## src/rtl/gff_pkg.sv

```systemverilog
// Package for the grid flood fill: default grid size and opcodes.
`default_nettype none
package gff_pkg;
	localparam int GFF_ROWS = 16;
	localparam int GFF_COLS = 10;

	localparam logic [1:0] OP_WRITE = 2'd0;
	localparam logic [1:0] OP_READ  = 2'd1;
	localparam logic [1:0] OP_FILL  = 2'd2;
endpackage
`default_nettype wire

```

## src/rtl/gff_ram.sv

```systemverilog
// Generic single-write, single-read RAM with registered read data.
`default_nettype none
module gff_ram #(
	parameter int WIDTH = 4,
	parameter int DEPTH = 160,
	localparam int AW = (DEPTH > 1) ? $clog2(DEPTH) : 1
) (
	input  wire logic             clk,
	input  wire logic             we,
	input  wire logic [AW-1:0]    waddr,
	input  wire logic [WIDTH-1:0] wdata,
	input  wire logic [AW-1:0]    raddr,
	output logic      [WIDTH-1:0] rdata
);
	logic [WIDTH-1:0] mem_q [DEPTH];
	logic [WIDTH-1:0] rdata_q;

	always_ff @(posedge clk) begin
		if (we) begin
			mem_q[waddr] <= wdata;
		end
		rdata_q <= mem_q[raddr];
	end

	assign rdata = rdata_q;
endmodule
`default_nettype wire

```

## src/rtl/grid_flood_fill.sv

```systemverilog
// Grid flood fill, 4-connected, with write/read/fill commands on one channel.
//
//   channel | handshake          | word
//   --------+--------------------+-----------------------------
//   in      | in_valid/in_ready  | opcode, row, col, color
//   out     | out_valid/out_ready| read_color, changed_count
//
// Write, out of range or unused opcode: take the word, post the result; a read also waits on the RAM.
// Fill: take the word, sweep the visited RAM clear (ROWS*COLS cells), read and write the seed,
// then for each cell of the region pop it off the stack and probe its four neighbors one at a time
// through the grid RAM read port, then find the stack empty and post the result.
// Reset clears the sequencer and output valid; RAM contents are not reset.
// in_ready is high only while idle; a result waits in the output register
// and the next word is taken while it waits.
`default_nettype none
module grid_flood_fill
	import gff_pkg::*;
#(
	parameter int ROWS = GFF_ROWS,
	parameter int COLS = GFF_COLS
) (
	input  wire logic       clk,
	input  wire logic       arst_n,
	input  wire logic       in_valid,
	output logic            in_ready,
	input  wire logic [1:0] opcode,
	input  wire logic [3:0] row,
	input  wire logic [3:0] col,
	input  wire logic [3:0] color,
	output logic            out_valid,
	input  wire logic       out_ready,
	output logic [3:0]      read_color,
	output logic [7:0]      changed_count
);
	localparam int CELLS = ROWS * COLS;
	localparam int RW    = (ROWS > 1) ? $clog2(ROWS) : 1;
	localparam int CW    = (COLS > 1) ? $clog2(COLS) : 1;
	localparam int IW    = (CELLS > 1) ? $clog2(CELLS) : 1;
	localparam int DW    = $clog2(CELLS + 1);
	localparam int SW    = RW + CW;

	typedef enum logic [3:0] {
		ST_IDLE,
		ST_RD_WAIT,
		ST_CLEAR,
		ST_SEED_RD,
		ST_SEED_WR,
		ST_POP,
		ST_POP_WAIT,
		ST_NB,
		ST_CHK,
		ST_DONE
	} state_t;

	state_t          state_q;
	logic [RW-1:0]   r_q, nr_q, seed_r_q;
	logic [CW-1:0]   c_q, nc_q, seed_c_q;
	logic [3:0]      newc_q, oldc_q;
	logic [7:0]      cnt_q;
	logic [DW-1:0]   depth_q;
	logic [IW-1:0]   clr_q;
	logic [1:0]      d_q;
	logic [3:0]      res_rd_q;
	logic [7:0]      res_cnt_q;
	logic            out_valid_q;
	logic [3:0]      read_color_q;
	logic [7:0]      changed_count_q;

	// RAM ports
	logic            col_we, vis_we, stk_we;
	logic [IW-1:0]   col_waddr, col_raddr, vis_waddr, stk_waddr, stk_raddr;
	logic [3:0]      col_wdata, col_rdata;
	logic            vis_wdata;
	logic [0:0]      vis_rdata;
	logic [SW-1:0]   stk_wdata, stk_rdata;

	logic            accept, in_ok, nb_ok, hit;
	logic [IW-1:0]   in_idx, seed_idx, nb_idx, nbq_idx;
	logic [RW-1:0]   nr;
	logic [CW-1:0]   nc;

	assign in_ready = (state_q == ST_IDLE);
	assign accept   = in_valid && in_ready;
	assign in_ok    = (32'(row) < ROWS) && (32'(col) < COLS);
	assign in_idx   = IW'(32'(row) * COLS + 32'(col));
	assign seed_idx = IW'(32'(seed_r_q) * COLS + 32'(seed_c_q));
	assign nbq_idx  = IW'(32'(nr_q) * COLS + 32'(nc_q));
	assign nb_idx   = IW'(32'(nr) * COLS + 32'(nc));
	assign hit      = !vis_rdata[0] && (col_rdata == oldc_q);

	// neighbor order: down, up, right, left
	always_comb begin
		nr    = r_q;
		nc    = c_q;
		nb_ok = 1'b0;
		case (d_q)
			2'd0: begin
				nr    = r_q + 1'b1;
				nb_ok = (32'(r_q) != ROWS - 1);
			end
			2'd1: begin
				nr    = r_q - 1'b1;
				nb_ok = (r_q != '0);
			end
			2'd2: begin
				nc    = c_q + 1'b1;
				nb_ok = (32'(c_q) != COLS - 1);
			end
			default: begin
				nc    = c_q - 1'b1;
				nb_ok = (c_q != '0);
			end
		endcase
	end

	always_comb begin
		col_we    = 1'b0;
		col_waddr = in_idx;
		col_wdata = color;
		col_raddr = in_idx;
		vis_we    = 1'b0;
		vis_waddr = clr_q;
		vis_wdata = 1'b0;
		stk_we    = 1'b0;
		stk_waddr = IW'(depth_q);
		stk_wdata = {nr_q, nc_q};
		stk_raddr = IW'(depth_q - 1'b1);
		case (state_q)
			ST_IDLE: begin
				col_we = accept && in_ok && (opcode == OP_WRITE);
			end
			ST_CLEAR: begin
				vis_we = 1'b1;
			end
			ST_SEED_RD: begin
				col_raddr = seed_idx;
			end
			ST_SEED_WR: begin
				col_we    = 1'b1;
				col_waddr = seed_idx;
				col_wdata = newc_q;
				vis_we    = 1'b1;
				vis_waddr = seed_idx;
				vis_wdata = 1'b1;
				stk_we    = 1'b1;
				stk_waddr = '0;
				stk_wdata = {seed_r_q, seed_c_q};
			end
			ST_NB: begin
				col_raddr = nb_idx;
			end
			ST_CHK: begin
				col_we    = hit;
				col_waddr = nbq_idx;
				col_wdata = newc_q;
				vis_we    = hit;
				vis_waddr = nbq_idx;
				vis_wdata = 1'b1;
				stk_we    = hit && (depth_q < DW'(CELLS));
			end
			default: begin
			end
		endcase
	end

	gff_ram #(.WIDTH(4), .DEPTH(CELLS)) u_colors (
		.clk   (clk),
		.we    (col_we),
		.waddr (col_waddr),
		.wdata (col_wdata),
		.raddr (col_raddr),
		.rdata (col_rdata)
	);

	// visited map shares the grid read address
	gff_ram #(.WIDTH(1), .DEPTH(CELLS)) u_visited (
		.clk   (clk),
		.we    (vis_we),
		.waddr (vis_waddr),
		.wdata (vis_wdata),
		.raddr (col_raddr),
		.rdata (vis_rdata)
	);

	gff_ram #(.WIDTH(SW), .DEPTH(CELLS)) u_stack (
		.clk   (clk),
		.we    (stk_we),
		.waddr (stk_waddr),
		.wdata (stk_wdata),
		.raddr (stk_raddr),
		.rdata (stk_rdata)
	);

	always_ff @(posedge clk or negedge arst_n) begin
		if (!arst_n) begin
			state_q     <= ST_IDLE;
			out_valid_q <= 1'b0;
			depth_q     <= '0;
			clr_q       <= '0;
			d_q         <= '0;
		end else begin
			if ((state_q == ST_DONE) && (!out_valid_q || out_ready)) begin
				out_valid_q <= 1'b1;
			end else if (out_valid_q && out_ready) begin
				out_valid_q <= 1'b0;
			end
			case (state_q)
				ST_IDLE: begin
					if (accept) begin
						res_rd_q  <= '0;
						res_cnt_q <= '0;
						seed_r_q  <= RW'(row);
						seed_c_q  <= CW'(col);
						newc_q    <= color;
						clr_q     <= '0;
						state_q   <= ST_DONE;
						if (in_ok && (opcode == OP_READ)) begin
							state_q <= ST_RD_WAIT;
						end else if (in_ok && (opcode == OP_FILL)) begin
							state_q <= ST_CLEAR;
						end
					end
				end
				ST_RD_WAIT: begin
					res_rd_q <= col_rdata;
					state_q  <= ST_DONE;
				end
				ST_CLEAR: begin
					clr_q <= clr_q + 1'b1;
					if (32'(clr_q) == CELLS - 1) begin
						state_q <= ST_SEED_RD;
					end
				end
				ST_SEED_RD: begin
					state_q <= ST_SEED_WR;
				end
				ST_SEED_WR: begin
					oldc_q  <= col_rdata;
					cnt_q   <= 8'd1;
					depth_q <= DW'(1);
					state_q <= ST_POP;
				end
				ST_POP: begin
					if (depth_q == '0) begin
						res_cnt_q <= cnt_q;
						state_q   <= ST_DONE;
					end else begin
						depth_q <= depth_q - 1'b1;
						state_q <= ST_POP_WAIT;
					end
				end
				ST_POP_WAIT: begin
					r_q     <= stk_rdata[SW-1:CW];
					c_q     <= stk_rdata[CW-1:0];
					d_q     <= '0;
					state_q <= ST_NB;
				end
				ST_NB: begin
					nr_q <= nr;
					nc_q <= nc;
					if (nb_ok) begin
						state_q <= ST_CHK;
					end else begin
						d_q <= d_q + 1'b1;
						if (d_q == 2'd3) begin
							state_q <= ST_POP;
						end
					end
				end
				ST_CHK: begin
					if (hit) begin
						if (cnt_q != 8'hFF) begin
							cnt_q <= cnt_q + 8'd1;
						end
						if (depth_q < DW'(CELLS)) begin
							depth_q <= depth_q + 1'b1;
						end
					end
					d_q     <= d_q + 1'b1;
					state_q <= (d_q == 2'd3) ? ST_POP : ST_NB;
				end
				ST_DONE: begin
					if (!out_valid_q || out_ready) begin
						read_color_q    <= res_rd_q;
						changed_count_q <= res_cnt_q;
						state_q         <= ST_IDLE;
					end
				end
				default: begin
					state_q <= ST_IDLE;
				end
			endcase
		end
	end

	assign out_valid     = out_valid_q;
	assign read_color    = read_color_q;
	assign changed_count = changed_count_q;
endmodule
`default_nettype wire

```

## config.mk

```make
export PLATFORM = sky130hd
export DESIGN_NAME = grid_flood_fill
export DESIGN_NICKNAME = d
export VERILOG_FILES = /design/src/rtl/gff_pkg.sv /design/src/rtl/gff_ram.sv /design/src/rtl/grid_flood_fill.sv
export SDC_FILE = /design/constraint.sdc
export NUM_CORES = 2
export LEC_CHECK = 0
export BUFFER_PORTS_ARGS = -buffer_cell sky130_fd_sc_hd__clkbuf_2
export CAP_MARGIN = 20
export CORE_MARGIN = 2
export CORE_UTILIZATION = 36
export CTS_CLUSTER_DIAMETER = 200
export DETAILED_ROUTE_END_ITERATION = 8
export GPL_TIMING_DRIVEN = 0
export PLACE_DENSITY = 0.52
export RECOVER_POWER = 50
export REMOVE_ABC_BUFFERS = 1
export SLEW_MARGIN = 20
export SYNTH_ARGS = -nofsm -noshare
export SYNTH_HDL_FRONTEND = slang
export SYNTH_SLANG_ARGS = --single-unit
```

## constraint.sdc

```tcl
create_clock -name clk -period 10.8 [get_ports clk]
set_input_delay 1.08 -clock clk [delete_from_list [all_inputs] [get_ports clk]]
set_output_delay 1.08 -clock clk [all_outputs]
set_load 0.01 [all_outputs]
```

==> results.json <==
{
  "holdWs_ns": 0.405,
  "die_w_um": 499,
  "setup.worst_path.class": "flop to flop",
  "cts_resized": 0,
  "rsz0062_at_grt": "no",
  "worstMarginPinSlew_ns": 3.28,
  "coreArea_sq_um": 243000,
  "syn_area_per_cell_sq_um": 18.6,
  "reg2reg_depth": 7,
  "ys_types": 91,
  "antenna_found_initial": 8,
  "violations": "max-capacitance violations, max-slew violations",
  "cellPowerDensity_nw_per_um2": 174,
  "crit_top_cell": "clkbuf_1",
  "ant_nets": 0,
  "maxCapViolations": 22,
  "hp-start": "u_stack.rdata[4]$_DFF_P_",
  "fin_crit_sh": 0.745,
  "port_buffers": 31,
  "slew_headroom": -1.19,
  "cts_max_level": 4,
  "regToRegStartpoint": "state_q[2]$_DFFE_PN0P_",
  "gr-total-overflow": 0,
  "yosys_warnings": 0,
  "post_drt_wl_per_cell_um": 27.8,
  "fillCellCount": 21400,
  "synth_top_area_cell": "edfxtp_1",
  "path_max_fanout": 48,
  "fin_setup_tns_ns": 0,
  "regArea_sq_um": 65200,
  "hp-class": "flop to flop",
  "synthTopCellsByArea": "edfxtp_1, mux4_2, nor2_1, nand2_1, nand3_1",
  "track_usage": 0.183,
  "grt_pass1_vias": 46000,
  "start_util": 0.363,
  "cts-root-buf": "clkbuf_16",
  "first_pass_iters": 5,
  "slew_violations": 950,
  "timing.final.hold_violations": 0,
  "fin_util": 0.413,
  "hold_buffers": 0,
  "whs_path_depth": 0,
  "yosysSeqAreaShare": 0.739,
  "synth-main-ff-cell": "edfxtp_1",
  "path_cells": "nand2b_1, nor3_1, clkbuf_1, nand2_1, nand2_1, clkbuf_1, clkbuf_1",
  "path_clk_slew_ns": 0.06,
  "critical_path_required_ns": 11.11,
  "synth_enable_flop_cells": 2144,
  "slowest_stage": "clkbuf_1",
  "fin_crit_ns": 8.05,
  "hold_end": "r_q[0]$_DFFE_PP_",
  "ys_async_sr_fraction": 0.0106,
  "clock_path_buffers": 3,
  "leakagePower_nw": 26.6,
  "dr_total_vias": 45100,
  "finClkSkew_ns": 0.0396,
  "clk_latency_ns": 0.88,
  "std_cell_rows": 181,
  "worst_setup_path_end_kind": "flop",
  "syn_to_final_growth_pct": 13.9,
  "gp_congestion": 0.801,
  "numCtsBuffers": 215,
  "syn_area_sq_um": 88300,
  "multi_input_area_sq_um": 22000,
  "cts_setup_buffers": 0,
  "syn_inst": 4759,
  "critPathMaxStageDelay_ns": 1.80,
  "yosys.area.top_type_share": 0.729,
  "irDropWorstVdd_uv": 128,
  "hpwl_mm": 147,
  "drtIter0Drc": 4255,
  "die_area_sq_um": 249000,
  "cts.sinks": 2180,
  "cts_tree": "done",
  "ys_seq_elements": 2180,
  "nNetsFinal": 4956,
  "setup_viol": 0,
  "arrival_ns": 8.36,
  "boundaryPins": 32,
  "grt_max_degree": 121,
  "max_freq_mhz": 124,
  "drc": 0,
  "grt_pass1_wl_mm": 332,
  "drive_gt1_frac": 0.203,
  "die_y_um": 499,
  "r2r_slack_ns": 2.75,
  "worst_setup_path_start_kind": "flop",
  "routed_wl_mm": 230,
  "avgViaCountPerCell": 5.45,
  "timing.rr.end": "u_stack.mem_q[30][1]$_DFFE_PP_",
  "status": "finished with violations"
}
==> through the flow <==
step	cell area, sq um	worst slack (ns)	total power, mW	std cells
4_1_cts	101000	4.28	17.7	8269
6_report	101000	2.75	17.5	8275
2_1_floorplan	87100	-11.73	9.84	4505
3_3_place_gp	91200	-25.11	10.2	7738
3_5_place_dp	94200	4.34	10.3	7874
5_1_grt	101000	2.14	18.0	8272
==> routing by layer <==
layer / GRT usage / vias up / part of all wire
met3: 0.0330 / 314 / 0.059
met5: 0 / - / 0
met4: 0.0581 / 0 / 0.031
met2: 0.299 / 1313 / 0.49
met1: 0.249 / 24100 / 0.42
li1: - / 19400 / -
==> cells by family (layout without fill, tap and decap cells) <==
group,after synthesis,in the layout,share of synthesized area
flops,2180,2180,0.739
other cells,0,6,0
simple gates,1248,1248,0.0607
compound gates,344,344,0.0273
buf+inv,277,585,0.0150
fa+ha+maj,49,49,0.00771
xor+xnor,43,43,0.00442
mux,618,618,0.146
==> area by class of cell <==
class,count,share of cell area
Clock buffer,265,0.0564
Tap cell,3202,0.0399
Multi-Input combinational cell,2302,0.219
Clock inverter,130,0.0126
Timing Repair Buffer,167,0.0225
Inverter,23,0.000871
Antenna cell,6,0.000149
Sequential cell,2180,0.649
==> where the power goes <==
group          total (mW)  switching, mW  internal [mW]  leakage [nW]
clock                7.42           3.27           4.14          3.40
sequential           9.22         0.0167           9.20          16.7
combinational       0.865          0.573          0.292          6.45
==> state kept, by name (all words and copies together), names as in the netlist, 8 cells and up <==
| signal | flops |
|---|---|
| depth_q | 8 |
| cnt_q | 8 |
| u_stack.mem_q | 1280 |
| u_stack.rdata | 8 |
| changed_count | 8 |
| u_colors.mem_q | 640 |
| clr_q | 8 |
| u_visited.mem_q | 160 |
| res_cnt_q | 8 |
==> synthesized netlist by cell type, drive strengths merged, types with 14 or more instances <==
library cell and number:
clkbuf 124, nand2 365, a22oi 20, ha 40, o21ai 52, nor2 574, and2 24, nor2b 24
mux4 536, o22ai 21, o221ai 14, mux2i 69, a211oi 21, buf 130, and3 27, nand3 138
xnor2 30, dfrtp 23, a21oi 77, edfxtp 2144, a31oi 15, nand4 14, nor3 25, inv 22
==> critical path, delay by kind of cell, from the launching register on <==
| family | cells | cell delay, ns |
|---|---|---|
| flops | 1 | 0.77 |
| simple gates | 4 | 2.92 |
| buf+inv | 3 | 3.75 |
==> cell usage in the layout (no fill, tap or decap), types with 10 or more instances in the layout <==
cell and count:
buf_8 10, nor2_1 567, xor2_1 11, nor3_1 24, clkbuf_16 216, a21o_1 11
a31oi_1 14, mux2i_1 66, edfxtp_1 2144, buf_6 24, buf_2 14, ha_1 39
nand4_1 14, a21oi_1 76, dfxtp_1 13, clkinv_2 45, nand3_2 11, nand3_1 126
nand2_1 355, inv_1 22, xnor2_1 26, clkinv_1 49, nand2b_1 10, and2_1 10
and2_0 13, nor2b_1 24, and3_1 27, clkbuf_1 90, a211oi_1 20, bufinv_16 17
dfrtp_1 23, a311oi_1 13, buf_16 41, mux4_2 536, o21ai_0 51, o22ai_1 21
buf_12 19, a22oi_1 20, o221ai_1 14
==> how the worst max path moves through the flow <==
| stage | startpoint | slack, ns | endpoint |
|---|---|---|---|
| after global placement | depth_q[0]$_DFFE_PN0P_ | -25.11 | u_stack.rdata[7]$_DFF_P_ |
| after CTS | d_q[1]$_DFFE_PN0P_ | 4.28 | u_visited.rdata$_DFF_P_ |
| after detailed placement | d_q[1]$_DFFE_PN0P_ | 4.34 | u_colors.rdata[3]$_DFF_P_ |
| after global routing | state_q[2]$_DFFE_PN0P_ | 2.14 | u_stack.mem_q[24][1]$_DFFE_PP_ |
| after floorplan | depth_q[0]$_DFFE_PN0P_ | -11.73 | u_stack.rdata[0]$_DFF_P_ |
| final | state_q[2]$_DFFE_PN0P_ | 2.75 | u_stack.mem_q[30][1]$_DFFE_PP_ |
No activity file was read; power rests on OpenSTA's default activity.
